**src/rtl/lsra_pkg.sv**
```systemverilog
// Package for the linear scan register allocator.
// Holds field widths and default sizes; used by linear_scan_register_allocator_top.

package lsra_pkg;

   // default pool size and program point width
   localparam int PoolSizeDefault  = 28;
   localparam int PointBitsDefault = 16;

   // fixed field widths
   localparam int VregBits = 16;
   localparam int PhysBits = 5;

   // result word: granted, phys_reg, failed, virtual_reg_out, padded to bytes
   localparam int RspFieldBits = 1 + PhysBits + 1 + VregBits;
   localparam int RspDataBits  = ((RspFieldBits + 7) / 8) * 8;

   // bit positions inside the result word
   localparam int RspGrantedPos = 0;
   localparam int RspPhysPos    = 1;
   localparam int RspFailedPos  = RspPhysPos + PhysBits;
   localparam int RspVregPos    = RspFailedPos + 1;

endpackage

```
**src/rtl/linear_scan_register_allocator_top.sv**
```systemverilog
// Linear scan register allocator, top level.
// Depends on lsra_pkg for widths and default sizes.
//
// Takes one live interval per word and grants the lowest numbered free register of a
// pool of POOL_SIZE, after freeing every busy register whose end point lies strictly
// below the new start point. Intervals must arrive sorted by start point; this is not
// checked. When no register is free the run fails, and every later word of that run
// gives granted=0, failed=1 until a word with first_of_run set clears the pool. The
// block sustains one word per clock cycle when the result side does not stall. The word
// passes an input register; then all stored end points are compared in parallel against
// the start point, the lowest free register is picked and the busy marks are updated,
// feeding the result register. No clearing pass is needed after reset.

module linear_scan_register_allocator_top
   import lsra_pkg::*;
#(
   parameter int POOL_SIZE  = PoolSizeDefault,
   parameter int POINT_BITS = PointBitsDefault
) (
   input  logic                    clock,
   input  logic                    reset,
   // interval words
   input  logic                    req_tvalid,
   output logic                    req_tready,
   // tdata from bit 0: start_point, end_point, virtual_reg, zero padding
   input  logic [((2 * POINT_BITS + VregBits + 7) / 8) * 8 - 1:0] req_tdata,
   // tuser: first_of_run
   input  logic                    req_tuser,
   // result words
   output logic                    rsp_tvalid,
   input  logic                    rsp_tready,
   // tdata from bit 0: granted, phys_reg[4:0], failed, virtual_reg_out[15:0], zero padding
   output logic [RspDataBits-1:0]  rsp_tdata
);

   localparam int SlotBits = $clog2(POOL_SIZE + 1);

   // input register
   logic                  in_valid_ff, in_valid_in;
   logic                  in_first_ff;
   logic [POINT_BITS-1:0] in_start_ff;
   logic [POINT_BITS-1:0] in_end_ff;
   logic [VregBits-1:0]   in_vreg_ff;

   // allocator state
   logic [POOL_SIZE-1:0]  busy_ff, busy_in;
   logic [POINT_BITS-1:0] end_ff [POOL_SIZE];
   logic                  failed_ff, failed_in;

   // result register
   logic                  rsp_valid_ff, rsp_valid_in;
   logic [RspDataBits-1:0] rsp_data_ff, rsp_data_in;

   // allocation logic
   logic                  out_free;
   logic                  fire;
   logic                  req_take;
   logic [POOL_SIZE-1:0]  busy_base;
   logic                  failed_base;
   logic [POOL_SIZE-1:0]  expired;
   logic [POOL_SIZE-1:0]  busy_left;
   logic [POOL_SIZE-1:0]  free_vec;
   logic [POOL_SIZE-1:0]  grant;
   logic                  any_free;
   logic [SlotBits-1:0]   slot;
   logic                  granted;
   logic [PhysBits-1:0]   phys;

   // handshake: the result register parts the two sides
   assign out_free   = !rsp_valid_ff || rsp_tready;
   assign fire       = in_valid_ff && out_free;
   assign req_tready = !in_valid_ff || out_free;
   assign req_take   = req_tvalid && req_tready;

   assign rsp_tvalid = rsp_valid_ff;
   assign rsp_tdata  = rsp_data_ff;

   // hold or refill the input register
   always_comb begin
      in_valid_in = in_valid_ff;
      if (req_take) begin
         in_valid_in = 1'b1;
      end else if (fire) begin
         in_valid_in = 1'b0;
      end
   end

   always_ff @(posedge clock) begin
      if (reset) begin
         in_valid_ff <= 1'b0;
      end else begin
         in_valid_ff <= in_valid_in;
      end
      if (req_take) begin
         in_first_ff <= req_tuser;
         in_start_ff <= req_tdata[POINT_BITS-1:0];
         in_end_ff   <= req_tdata[2*POINT_BITS-1:POINT_BITS];
         in_vreg_ff  <= req_tdata[2*POINT_BITS +: VregBits];
      end
   end

   // start of a run drops all busy marks and the failure
   assign busy_base   = in_first_ff ? '0 : busy_ff;
   assign failed_base = in_first_ff ? 1'b0 : failed_ff;

   // free expired registers, compared in parallel
   always_comb begin
      for (int i = 0; i < POOL_SIZE; i++) begin
         expired[i] = end_ff[i] < in_start_ff;
      end
   end

   assign busy_left = busy_base & ~expired;
   assign free_vec  = ~busy_left;
   assign any_free  = |free_vec;
   // isolate the lowest free register
   assign grant     = free_vec & (~free_vec + POOL_SIZE'(1));

   // encode the granted register
   always_comb begin
      slot = '0;
      for (int i = 0; i < POOL_SIZE; i++) begin
         if (grant[i]) begin
            slot = slot | SlotBits'(i);
         end
      end
   end

   assign granted = !failed_base && any_free;
   assign phys    = granted ? PhysBits'(slot + 1'b1) : '0;

   // next state of the pool
   always_comb begin
      busy_in   = busy_ff;
      failed_in = failed_ff;
      if (fire) begin
         if (failed_base) begin
            busy_in   = busy_base;
            failed_in = 1'b1;
         end else begin
            busy_in   = busy_left | grant;
            failed_in = !any_free;
         end
      end
   end

   always_ff @(posedge clock) begin
      if (reset) begin
         busy_ff   <= '0;
         failed_ff <= 1'b0;
      end else begin
         busy_ff   <= busy_in;
         failed_ff <= failed_in;
      end
   end

   // keep the end point of the granted register
   always_ff @(posedge clock) begin
      for (int i = 0; i < POOL_SIZE; i++) begin
         if (fire && granted && grant[i]) begin
            end_ff[i] <= in_end_ff;
         end
      end
   end

   // build the result word
   always_comb begin
      rsp_data_in = '0;
      rsp_data_in[RspGrantedPos]             = granted;
      rsp_data_in[RspPhysPos +: PhysBits]    = phys;
      rsp_data_in[RspFailedPos]              = failed_base || !any_free;
      rsp_data_in[RspVregPos +: VregBits]    = in_vreg_ff;
   end

   // hold or advance the result register
   always_comb begin
      rsp_valid_in = rsp_valid_ff;
      if (fire) begin
         rsp_valid_in = 1'b1;
      end else if (rsp_tready) begin
         rsp_valid_in = 1'b0;
      end
   end

   always_ff @(posedge clock) begin
      if (reset) begin
         rsp_valid_ff <= 1'b0;
      end else begin
         rsp_valid_ff <= rsp_valid_in;
      end
      if (fire) begin
         rsp_data_ff <= rsp_data_in;
      end
   end

endmodule

```
**config.mk**
```make
export PLATFORM = sky130hd
export DESIGN_NAME = linear_scan_register_allocator_top
export DESIGN_NICKNAME = d
export VERILOG_FILES = /design/src/rtl/lsra_pkg.sv /design/src/rtl/linear_scan_register_allocator_top.sv
export SDC_FILE = /design/constraint.sdc
export NUM_CORES = 1
export LEC_CHECK = 0
export ABC_AREA = 1
export BUFFER_PORTS_ARGS = -buffer_cell sky130_fd_sc_hd__buf_2
export CAP_MARGIN = 20
export CELL_PAD_IN_SITES_DETAIL_PLACEMENT = 1
export CELL_PAD_IN_SITES_GLOBAL_PLACEMENT = 1
export CORE_UTILIZATION = 40
export DETAILED_ROUTE_END_ITERATION = 8
export PLACE_DENSITY_LB_ADDON = 0.1
export SYNTH_ARGS = -nofsm -noshare
export SYNTH_HDL_FRONTEND = slang
export SYNTH_SLANG_ARGS = --single-unit
export TNS_END_PERCENT = 5
```
**constraint.sdc**
```tcl
create_clock -name clock -period 4.7 [get_ports clock]
set_input_delay 1.175 -clock clock [delete_from_list [all_inputs] [get_ports clock]]
set_output_delay 1.175 -clock clock [all_outputs]
set_load 0.02 [all_outputs]
```
==> results.cfg, run 1 <==
[floorplan]
num_io_pins = 79
num_rows = 95
core_um2 = 67500
start_util_pct = 40.7
die_h_um = 264
die_width_um = 264
die_area_um2 = 69700

[power]
finalPower_mw = 10.8
clockPowerShare_pct = 42.2
power_frac_comb_pct = 7.4
swShare_pct = 23.5
intPower_mw = 8.29
ir_drop_mv = 0.283
p_leak_nw = 13.1
p_sw_mw = 2.55
p_per_area_nw_per_um2 = 344
sequentialPowerShare_pct = 50.5

[grt]
grt_max_degree = 48
antenna_found_initial = 1
grt_overflow = 0
grt_pass1_wl_mm = 115
grt.total_usage_pct = 21.7
grt_pass1_vias = 19600

[placement]
dpl-instance-area_um2 = 29600
globalplace.congestion = 0.858
hpwl_mm = 49.7
portBuffers = 77

[critical_path]
timing_worst_setup_path_type = flop to flop
critPathCaptureType = flop
r2r_start = in_start_ff[8]$_DFFE_PP_
reg2reg_depth = 19
reg2reg_slack_ns = 0.53
worstReg2RegEnd = end_ff[0][100]$_DFFE_PP_
worstPathMaxFanout = 17
arrival_ns = 4.52
start_kind = flop
required_ns = 5.06

[route]
ant_nets = 0
viasPerCell = 5.27
post-route-drc-count = 0
via_count = 17900
drtPass1Iterations = 5
first_iter_violations = 720
routed_wl_mm = 74.4
wl_per_cell_um = 22.0

[timing]
finalSetupViolCount = 0
finalHoldViolCount = 0
tightestPinTransition_ns = 0.982
setup_tns_ns = 0
fin_crit_ns = 4.17
drv_slew = 0
fin_crit_sh_pct = 88.6
holdWs_ns = 0.419
relSlewSlack_pct = 34.4
rsz0062_at_grt = false
fmax_ghz = 0.240
finalClockSkew_ns = 0.0184

[yosys]
synthArstFlopShare_pct = 0
ys_ff_latch = 551
ys_seq_area_share_pct = 59.1
synth_commonest_cells = 520 x edfxtp_1, 421 x ha_1, 395 x nand2_1
synth_cells = 2270
ys.flop_type = edfxtp_1
ys_top_cells_by_area = edfxtp_1 57%, ha_1 19%, nand2_1 5.4%, a21oi_1 4.0%, inv_1 2.9%
yosysWarnings = 0
synth_nets = 2744
synth_edf_count = 520
yosysMostFrequentCell = edfxtp_1
synth_top_area_share_pct = 56.8
synth_top_area_cell = edfxtp_1
synth.cell_area_um2 = 27500
avgSynthCellArea_um2 = 12.1
ys_types = 44

[run]
cap_violations = 0

[finish]
fillers = 7117
fin_util_pct = 46.6
antenna_cells = 0
area_growth_pct = 14.6
nets = 2940
drive_gt1_share_pct = 11.7
final_cell_area_um2 = 31500

[clocking]
path_clk_slew_ns = 0.06
clock_sinks = 551
insertion_delay_ns = 0.64
holdBufCountCts = 0
ctsResizeCount = 0
cts_setup_buffers = 0
cts.path.max_buffers = 3
tritoncts = done
htree_levels = 2
cts-root-buf = clkbuf_16
numCtsBuffers = 61

[worst_hold_path]
whs_endpoint = rsp_tdata[11]$_DFFE_PP_
hp-start = in_vreg_ff[4]$_DFFE_PP_
hold_depth = 0
min_path_type = flop to flop

[run_status]
outcome = complete, no violations
-- layout by cell type (no fill, tap or decap), types with 4 or more instances in the layout --
cell and n:
a21oi_1 220, dfxtp_1 31, inv_1 213, nor2_2 6, clkinv_1 14, buf_2 77
a21oi_2 7, o21ai_1 4, ha_1 421, nand3_1 62, nor2_4 8, o31ai_1 4
nand3_2 4, clkinv_2 10, o21ai_0 91, a31oi_1 18, o21a_1 6, nand2_1 395
clkbuf_16 61, nand2_4 4, nor2_1 116, buf_12 13, clkbuf_1 14, buf_4 58
bufinv_16 4, nand4_1 24, nand2_2 12, inv_2 5, edfxtp_1 520, nor3_1 46
nor3_2 7, o211ai_1 7
-- layer usage --
metal	part of all wire [%]	global-route usage [%]	up-vias
met5	0	0	-
met1	45	27.8	8959
met3	2.6	2.60	103
met4	3.2	7.13	0
li1	-	-	8590
met2	49	38.1	208
-- per-stage QoR --
stage,cells,worst slack [ns]
2_1_floorplan,2270,0.606
3_3_place_gp,3275,0.546
3_5_place_dp,3275,0.527
4_1_cts,3386,0.491
5_1_grt,3387,0.247
6_report,3387,0.534
-- worst max path at each step --
stage / from / endpoint / slack [ns] / cells past startpoint
after detailed placement: in_start_ff[8]$_DFFE_PP_ / rsp_tdata[5]$_SDFFCE_PN0P_ / 0.53 / 17
after global routing: in_start_ff[8]$_DFFE_PP_ / end_ff[0][101]$_DFFE_PP_ / 0.25 / 19
after global placement: in_start_ff[8]$_DFFE_PP_ / rsp_tdata[3]$_SDFFCE_PN0P_ / 0.55 / 16
after floorplan: in_start_ff[15]$_DFFE_PP_ / end_ff[1][144]$_DFFE_PP_ / 0.61 / 16
after CTS: in_start_ff[8]$_DFFE_PP_ / rsp_tdata[5]$_SDFFCE_PN0P_ / 0.49 / 17
final: in_start_ff[8]$_DFFE_PP_ / end_ff[0][100]$_DFFE_PP_ / 0.53 / 19
-- critical path, stage by stage, from the launching register on --
cell and delay [ns]:
edfxtp_1 0.36, inv_1 0.36, buf_4 0.36, ha_1 0.20, a21o_1 0.12, nand3_1 0.07
a21oi_1 0.13, nor2_1 0.06, a21oi_2 0.31, nand2_1 0.15, nor2_4 0.19, nand3_2 0.13
nor2_2 0.15, nand4_2 0.19, nor2_4 0.17, nand3_2 0.12, nand2_4 0.19, buf_4 0.30
nor2_1 0.07, buf_4 0.23
-- cells by family (layout without fill, tap and decap cells) --
group,after synthesis,in the layout,share of synthesized area [%]
other,1,1,0.0136
adder cells (fa/ha/maj),421,421,19.2
AND/OR/NAND/NOR,696,696,11.2
flip-flops,551,551,59.1
AO/OA/AOI/OAI,368,368,7.21
buffers and inverters,233,477,3.30
-- final cells by class --
type                       count  area, µm²  share of cell area (%)
sequential                   551      16200                    51.6
multi-input combinational   1486      10400                    33.0
clock buffer                  75       1580                    5.02
tap                          873       1090                    3.47
timing repair buffer         148       1080                    3.43
inverter                     218        818                    2.60
clock inverter                36        300                   0.954
-- power groups by stage --
stage	sequential [mW]	combinational [mW]	clock [mW]
after floorplan	5.59	0.419	0
after global placement	5.57	0.767	0
after detailed placement	5.58	0.808	0
after CTS	5.47	0.815	4.69
after global routing	5.48	0.906	4.86
final	5.47	0.797	4.57
-- flip-flops by register name (all words and copies together), names as in the netlist --
name	flops
in_first_ff	1
end_ff	448
in_end_ff	16
rsp_tdata	23
rsp_tvalid	1
busy_ff	28
in_vreg_ff	16
failed_ff	1
in_valid_ff	1
in_start_ff	16
Note: power is estimated with default switching activity, not from simulation.
==> run 2: changes to the inputs <==
Settings changed: CELL_PAD_IN_SITES_DETAIL_PLACEMENT 1 to 0, CELL_PAD_IN_SITES_GLOBAL_PLACEMENT 1 to 2.
==> run 2 against run 1 <==
Die area stayed put; wire length is 6.2% lower; cell count is 0.15% higher; register-to-register slack better by 0.07 ns; clock skew is 0.0010 ns higher; design area is 0.31% higher; sequential power hardly changed; maximum frequency is 1.7% higher; flip-flop and latch count stayed put; sequential share of layout area is 0.16 points lower; worst setup slack better by 0.068 ns.
==> results.cfg, run 2 (same netlist as run 1, synthesis figures left out) <==
[timing]
setup_tns_ns = 0
finalClockSkew_ns = 0.0194
holdWs_ns = 0.412
relSlewSlack_pct = 28.4
drv_slew = 0
fin_crit_ns = 4.10
fmax_ghz = 0.244
rsz0062_at_grt = false
finalSetupViolCount = 0
finalHoldViolCount = 0
fin_crit_sh_pct = 87.2
tightestPinTransition_ns = 1.07

[power]
power_frac_comb_pct = 7.3
p_sw_mw = 2.52
intPower_mw = 8.41
sequentialPowerShare_pct = 49.9
finalPower_mw = 10.9
clockPowerShare_pct = 42.8
swShare_pct = 23.1
p_leak_nw = 13.2
ir_drop_mv = 0.300
p_per_area_nw_per_um2 = 346

[critical_path]
r2r_start = in_start_ff[1]$_DFFE_PP_
start_kind = flop
worstPathMaxFanout = 28
reg2reg_depth = 18
timing_worst_setup_path_type = flop to flop
worstReg2RegEnd = end_ff[0][96]$_DFFE_PP_
reg2reg_slack_ns = 0.60
critPathCaptureType = flop
arrival_ns = 4.45
required_ns = 5.05

[clocking]
path_clk_slew_ns = 0.06
holdBufCountCts = 0
tritoncts = done
insertion_delay_ns = 0.63
htree_levels = 2
clock_sinks = 551
ctsResizeCount = 0
cts-root-buf = clkbuf_16
cts_setup_buffers = 0
numCtsBuffers = 61
cts.path.max_buffers = 3

[floorplan]
start_util_pct = 40.7
die_area_um2 = 69700
num_io_pins = 79
num_rows = 95
die_h_um = 264
die_width_um = 264
core_um2 = 67500

[route]
wl_per_cell_um = 20.6
ant_nets = 0
drtPass1Iterations = 5
routed_wl_mm = 69.8
post-route-drc-count = 0
first_iter_violations = 813
via_count = 17400
viasPerCell = 5.14

[finish]
final_common_cell = edfxtp_1
fin_util_pct = 46.8
area_growth_pct = 14.9
nets = 2941
drive_gt1_share_pct = 12.0
antenna_cells = 0
fin_cells = 3392
largest_reg_flops = 448
regMostFlops = end_ff
layout_common_cells = 520 x edfxtp_1, 421 x ha_1, 395 x nand2_1

[placement]
globalplace.congestion = 0.828
hpwl_mm = 44.6
portBuffers = 77
post-place-cells = 3277

[grt]
grt_overflow = 0
antenna_found_initial = 0
grt_max_degree = 37
grt.total_usage_pct = 20.5
grt_pass1_wl_mm = 107
grt_pass1_vias = 18100

[worst_hold_path]
hp-start = in_vreg_ff[11]$_DFFE_PP_
min_path_type = flop to flop
hold_depth = 0
whs_endpoint = rsp_tdata[18]$_DFFE_PP_

[run_status]
outcome = complete, no violations

[run]
cap_violations = 0
[run 2: stage by stage]
step,instance area (µm²),setup WS (ns)
after floorplan,27500,0.606
after global placement,29600,0.608
after detailed placement,29600,0.542
after CTS,31600,0.535
after global routing,31600,0.234
final,31600,0.602
[run 2: how the worst max path moves through the flow]
stage	from	end	slack, ns	depth (start not counted)
floorplan	in_start_ff[15]$_DFFE_PP_	end_ff[1][144]$_DFFE_PP_	0.61	16
global placement	in_start_ff[1]$_DFFE_PP_	end_ff[0][85]$_DFFE_PP_	0.61	18
detailed placement	in_start_ff[1]$_DFFE_PP_	end_ff[0][98]$_DFFE_PP_	0.54	18
CTS	in_start_ff[1]$_DFFE_PP_	end_ff[0][99]$_DFFE_PP_	0.53	18
global route	in_start_ff[1]$_DFFE_PP_	end_ff[0][99]$_DFFE_PP_	0.23	18
finish	in_start_ff[1]$_DFFE_PP_	end_ff[0][96]$_DFFE_PP_	0.60	18
[run 2: layout make-up]
type                       instances  area [µm²]
sequential                       551       16200
fill                            6092       35900
multi-input combinational       1486       10400
clock buffer                      73        1620
clock inverter                    42         334
timing repair buffer             149        1100
inverter                         218         818
tap                              873        1090
[run 2: worst max-delay path: stages (launching register included)]
cell,delay [ns]
edfxtp_1,0.35
inv_1,0.44
buf_4,0.29
buf_4,0.17
ha_1,0.12
o21ai_0,0.07
nand2_1,0.09
nand3_1,0.07
a21oi_1,0.23
o211ai_1,0.11
nand2_1,0.14
nand3_1,0.20
nor2_1,0.29
nand4_2,0.22
nor2_4,0.15
nand3_2,0.12
nand2_4,0.39
nor2_1,0.09
buf_4,0.23
[run 2: layer usage]
metal,wire length (µm),vias up,global-route usage (%)
li1,-,8623,-
met1,30800,8454,26.0
met2,34600,242,35.9
met3,2300,105,2.97
met4,2010,0,6.29
met5,0,-,0
[run 2: power by group through the flow]
stage | Clock [mW] | Sequential [mW] | Combinational, mW
2_1_floorplan | 0 | 5.59 | 0.419
3_3_place_gp | 0 | 5.56 | 0.791
3_5_place_dp | 0 | 5.56 | 0.812
4_1_cts | 4.82 | 5.45 | 0.817
5_1_grt | 4.99 | 5.46 | 0.907
6_report | 4.68 | 5.45 | 0.794
==> run 3: changes to the inputs <==
--- a/config.mk
+++ b/config.mk
@@ -14,4 +14,5 @@
 export DETAILED_ROUTE_END_ITERATION = 8
 export PLACE_DENSITY_LB_ADDON = 0.1
+export SLEW_MARGIN = 5
 export SYNTH_ARGS = -nofsm -noshare
 export SYNTH_HDL_FRONTEND = slang
==> constraint.sdc (replaced) <==
create_clock -name clock -period 4.7 [get_ports clock]
set_input_delay 0.47 -clock clock [delete_from_list [all_inputs] [get_ports clock]]
set_output_delay 0.47 -clock clock [all_outputs]
set_load 0.02 [all_outputs]
==> run 3 against run 2 <==
Sequential power barely moved; wire length grew 0.80%; first-iteration DRC count is 14% higher; total power up 3.0%; clock power is 6.2% higher; global-route usage is 0.14 points higher; largest cell class unchanged; critical path depth up 3.
==> results.cfg, run 3 (same netlist as run 1, synthesis figures left out) <==
[run_status]
outcome = complete, no violations

[placement]
hpwl_mm = 44.9
globalplace.congestion = 0.808
portBuffers = 77
post-place-cells = 3275

[timing]
tightestPinTransition_ns = 0.950
setup_tns_ns = 0
fin_crit_ns = 4.10
relSlewSlack_pct = 36.6
finalSetupViolCount = 0
holdWs_ns = 0.0959
fmax_ghz = 0.244
finalClockSkew_ns = 0.0209
drv_slew = 0
fin_crit_sh_pct = 87.2
finalHoldViolCount = 0
rsz0062_at_grt = false

[clocking]
numCtsBuffers = 60
clock_sinks = 551
holdBufCountCts = 49
cts_setup_buffers = 0
insertion_delay_ns = 0.64
cts.path.max_buffers = 3
htree_levels = 2
tritoncts = done
ctsResizeCount = 0
cts-root-buf = clkbuf_16
path_clk_slew_ns = 0.06

[power]
ir_drop_mv = 0.466
p_leak_nw = 13.4
p_per_area_nw_per_um2 = 350

[route]
drtPass1Iterations = 5
viasPerCell = 5.11
first_iter_violations = 924
wl_met3_mm = 2.29
via_count = 17600
routed_wl_mm = 70.3
dr_wl_met2_mm = 34.6
top_layer = met4
wl_per_cell_um = 20.5
wl_met1_mm = 31.2
post-route-drc-count = 0
ant_nets = 0

[grt]
grt.total_usage_pct = 20.6
grt_pass1_vias = 18300
grt_max_degree = 36
grt_pass1_wl_mm = 107
antenna_found_initial = 0
grt_overflow = 0

[critical_path]
arrival_ns = 4.46
timing.critical_path.buf_inv = 3
path_cells = inv_1 > buf_4 > ha_1 > nand2_1 > nand2_1 > nand2_1 > nand2_1 > nand2_1 > nand2_1 > nand2_1 > a21oi_2 > nand2_1 > nor2_2 > nand3_2 > nor2_2 > nand4_2 > nor2_4 > nand3_2 > nand2_4 > nor2_1 > buf_4
timing_worst_setup_path_type = flop to flop
r2r_start = in_start_ff[1]$_DFFE_PP_
required_ns = 5.06
crit_family = simple AND/OR/NAND/NOR gates
cpMaxStageDelayCell = inv_1
start_kind = flop
worstSetupStartpoint = in_start_ff[1]$_DFFE_PP_
crit_path_frequent_cell = nand2_1
critPathMaxStageDelay_ns = 0.44
worstPathMaxFanout = 28
critPathCaptureType = flop

[finish]
nets = 2988
area_growth_pct = 17.1
layout_common_cells = 520 x edfxtp_1, 421 x ha_1, 395 x nand2_1
drive_gt1_share_pct = 11.6
regMostFlops = end_ff
final_common_cell = edfxtp_1
antenna_cells = 0
largest_reg_flops = 448
fin_cells = 3436

[run]
cap_violations = 0

[floorplan]
core_um2 = 67500
die_area_um2 = 69700
num_rows = 95
die_h_um = 264
die_width_um = 264
start_util_pct = 40.7
num_io_pins = 79

[worst_hold_path]
min_path_type = input port to flop
hp-start = reset
run 3: cell count changes in the layout (fill, tap and decap cells not counted), sizes merged:
cell,previous run,this run
clkbuf,73,74
clkinv,33,22
buf,149,148
clkinvlp,3,1
dlygate4sd3,0,49
bufinv,5,12
inv,219,220
run 3: metal layers:
metal	up-vias	GRT usage, %
met3	120	2.92
met2	237	35.9
met4	0	6.93
met5	-	0
met1	8506	26.2
li1	8708	-
run 3: path summary, 6_finish.rpt:
check                            end  slack (ns)  cells past startpoint
min reg2reg  rsp_tdata[18]$_DFFE_PP_        0.41                      0
min          busy_ff[0]$_SDFFE_PP0P_         0.1                      2
max reg2reg  end_ff[0][96]$_DFFE_PP_        0.60                     21
max          end_ff[0][96]$_DFFE_PP_        0.60                     21
run 3: cell type report:
cell class / count / area [µm²]
Clock buffer: 74 / 1580
Clock inverter: 37 / 480
Fill cell: 6036 / 35300
Inverter: 218 / 818
Multi-Input combinational cell: 1486 / 10400
Sequential cell: 551 / 16200
Tap cell: 873 / 1090
Timing Repair Buffer: 197 / 1600
run 3: report_power, final:
group / switching (mW) / leakage [nW] / internal (mW) / total (mW)
registers: 0.0221 / 4.98 / 5.43 / 5.46
clock network: 1.95 / 1.00 / 3.02 / 4.97
logic: 0.547 / 7.45 / 0.281 / 0.827
run 3: per-stage QoR:
step	area, µm²	worst slack [ns]	power, mW	util (%)
2_1_floorplan	27500	0.606	6.01	-
3_3_place_gp	29600	0.577	6.34	43.9
3_5_place_dp	29600	0.508	6.37	43.9
4_1_cts	32200	0.477	11.4	47.6
5_1_grt	32200	0.164	11.7	47.7
6_report	32200	0.603	11.2	47.7
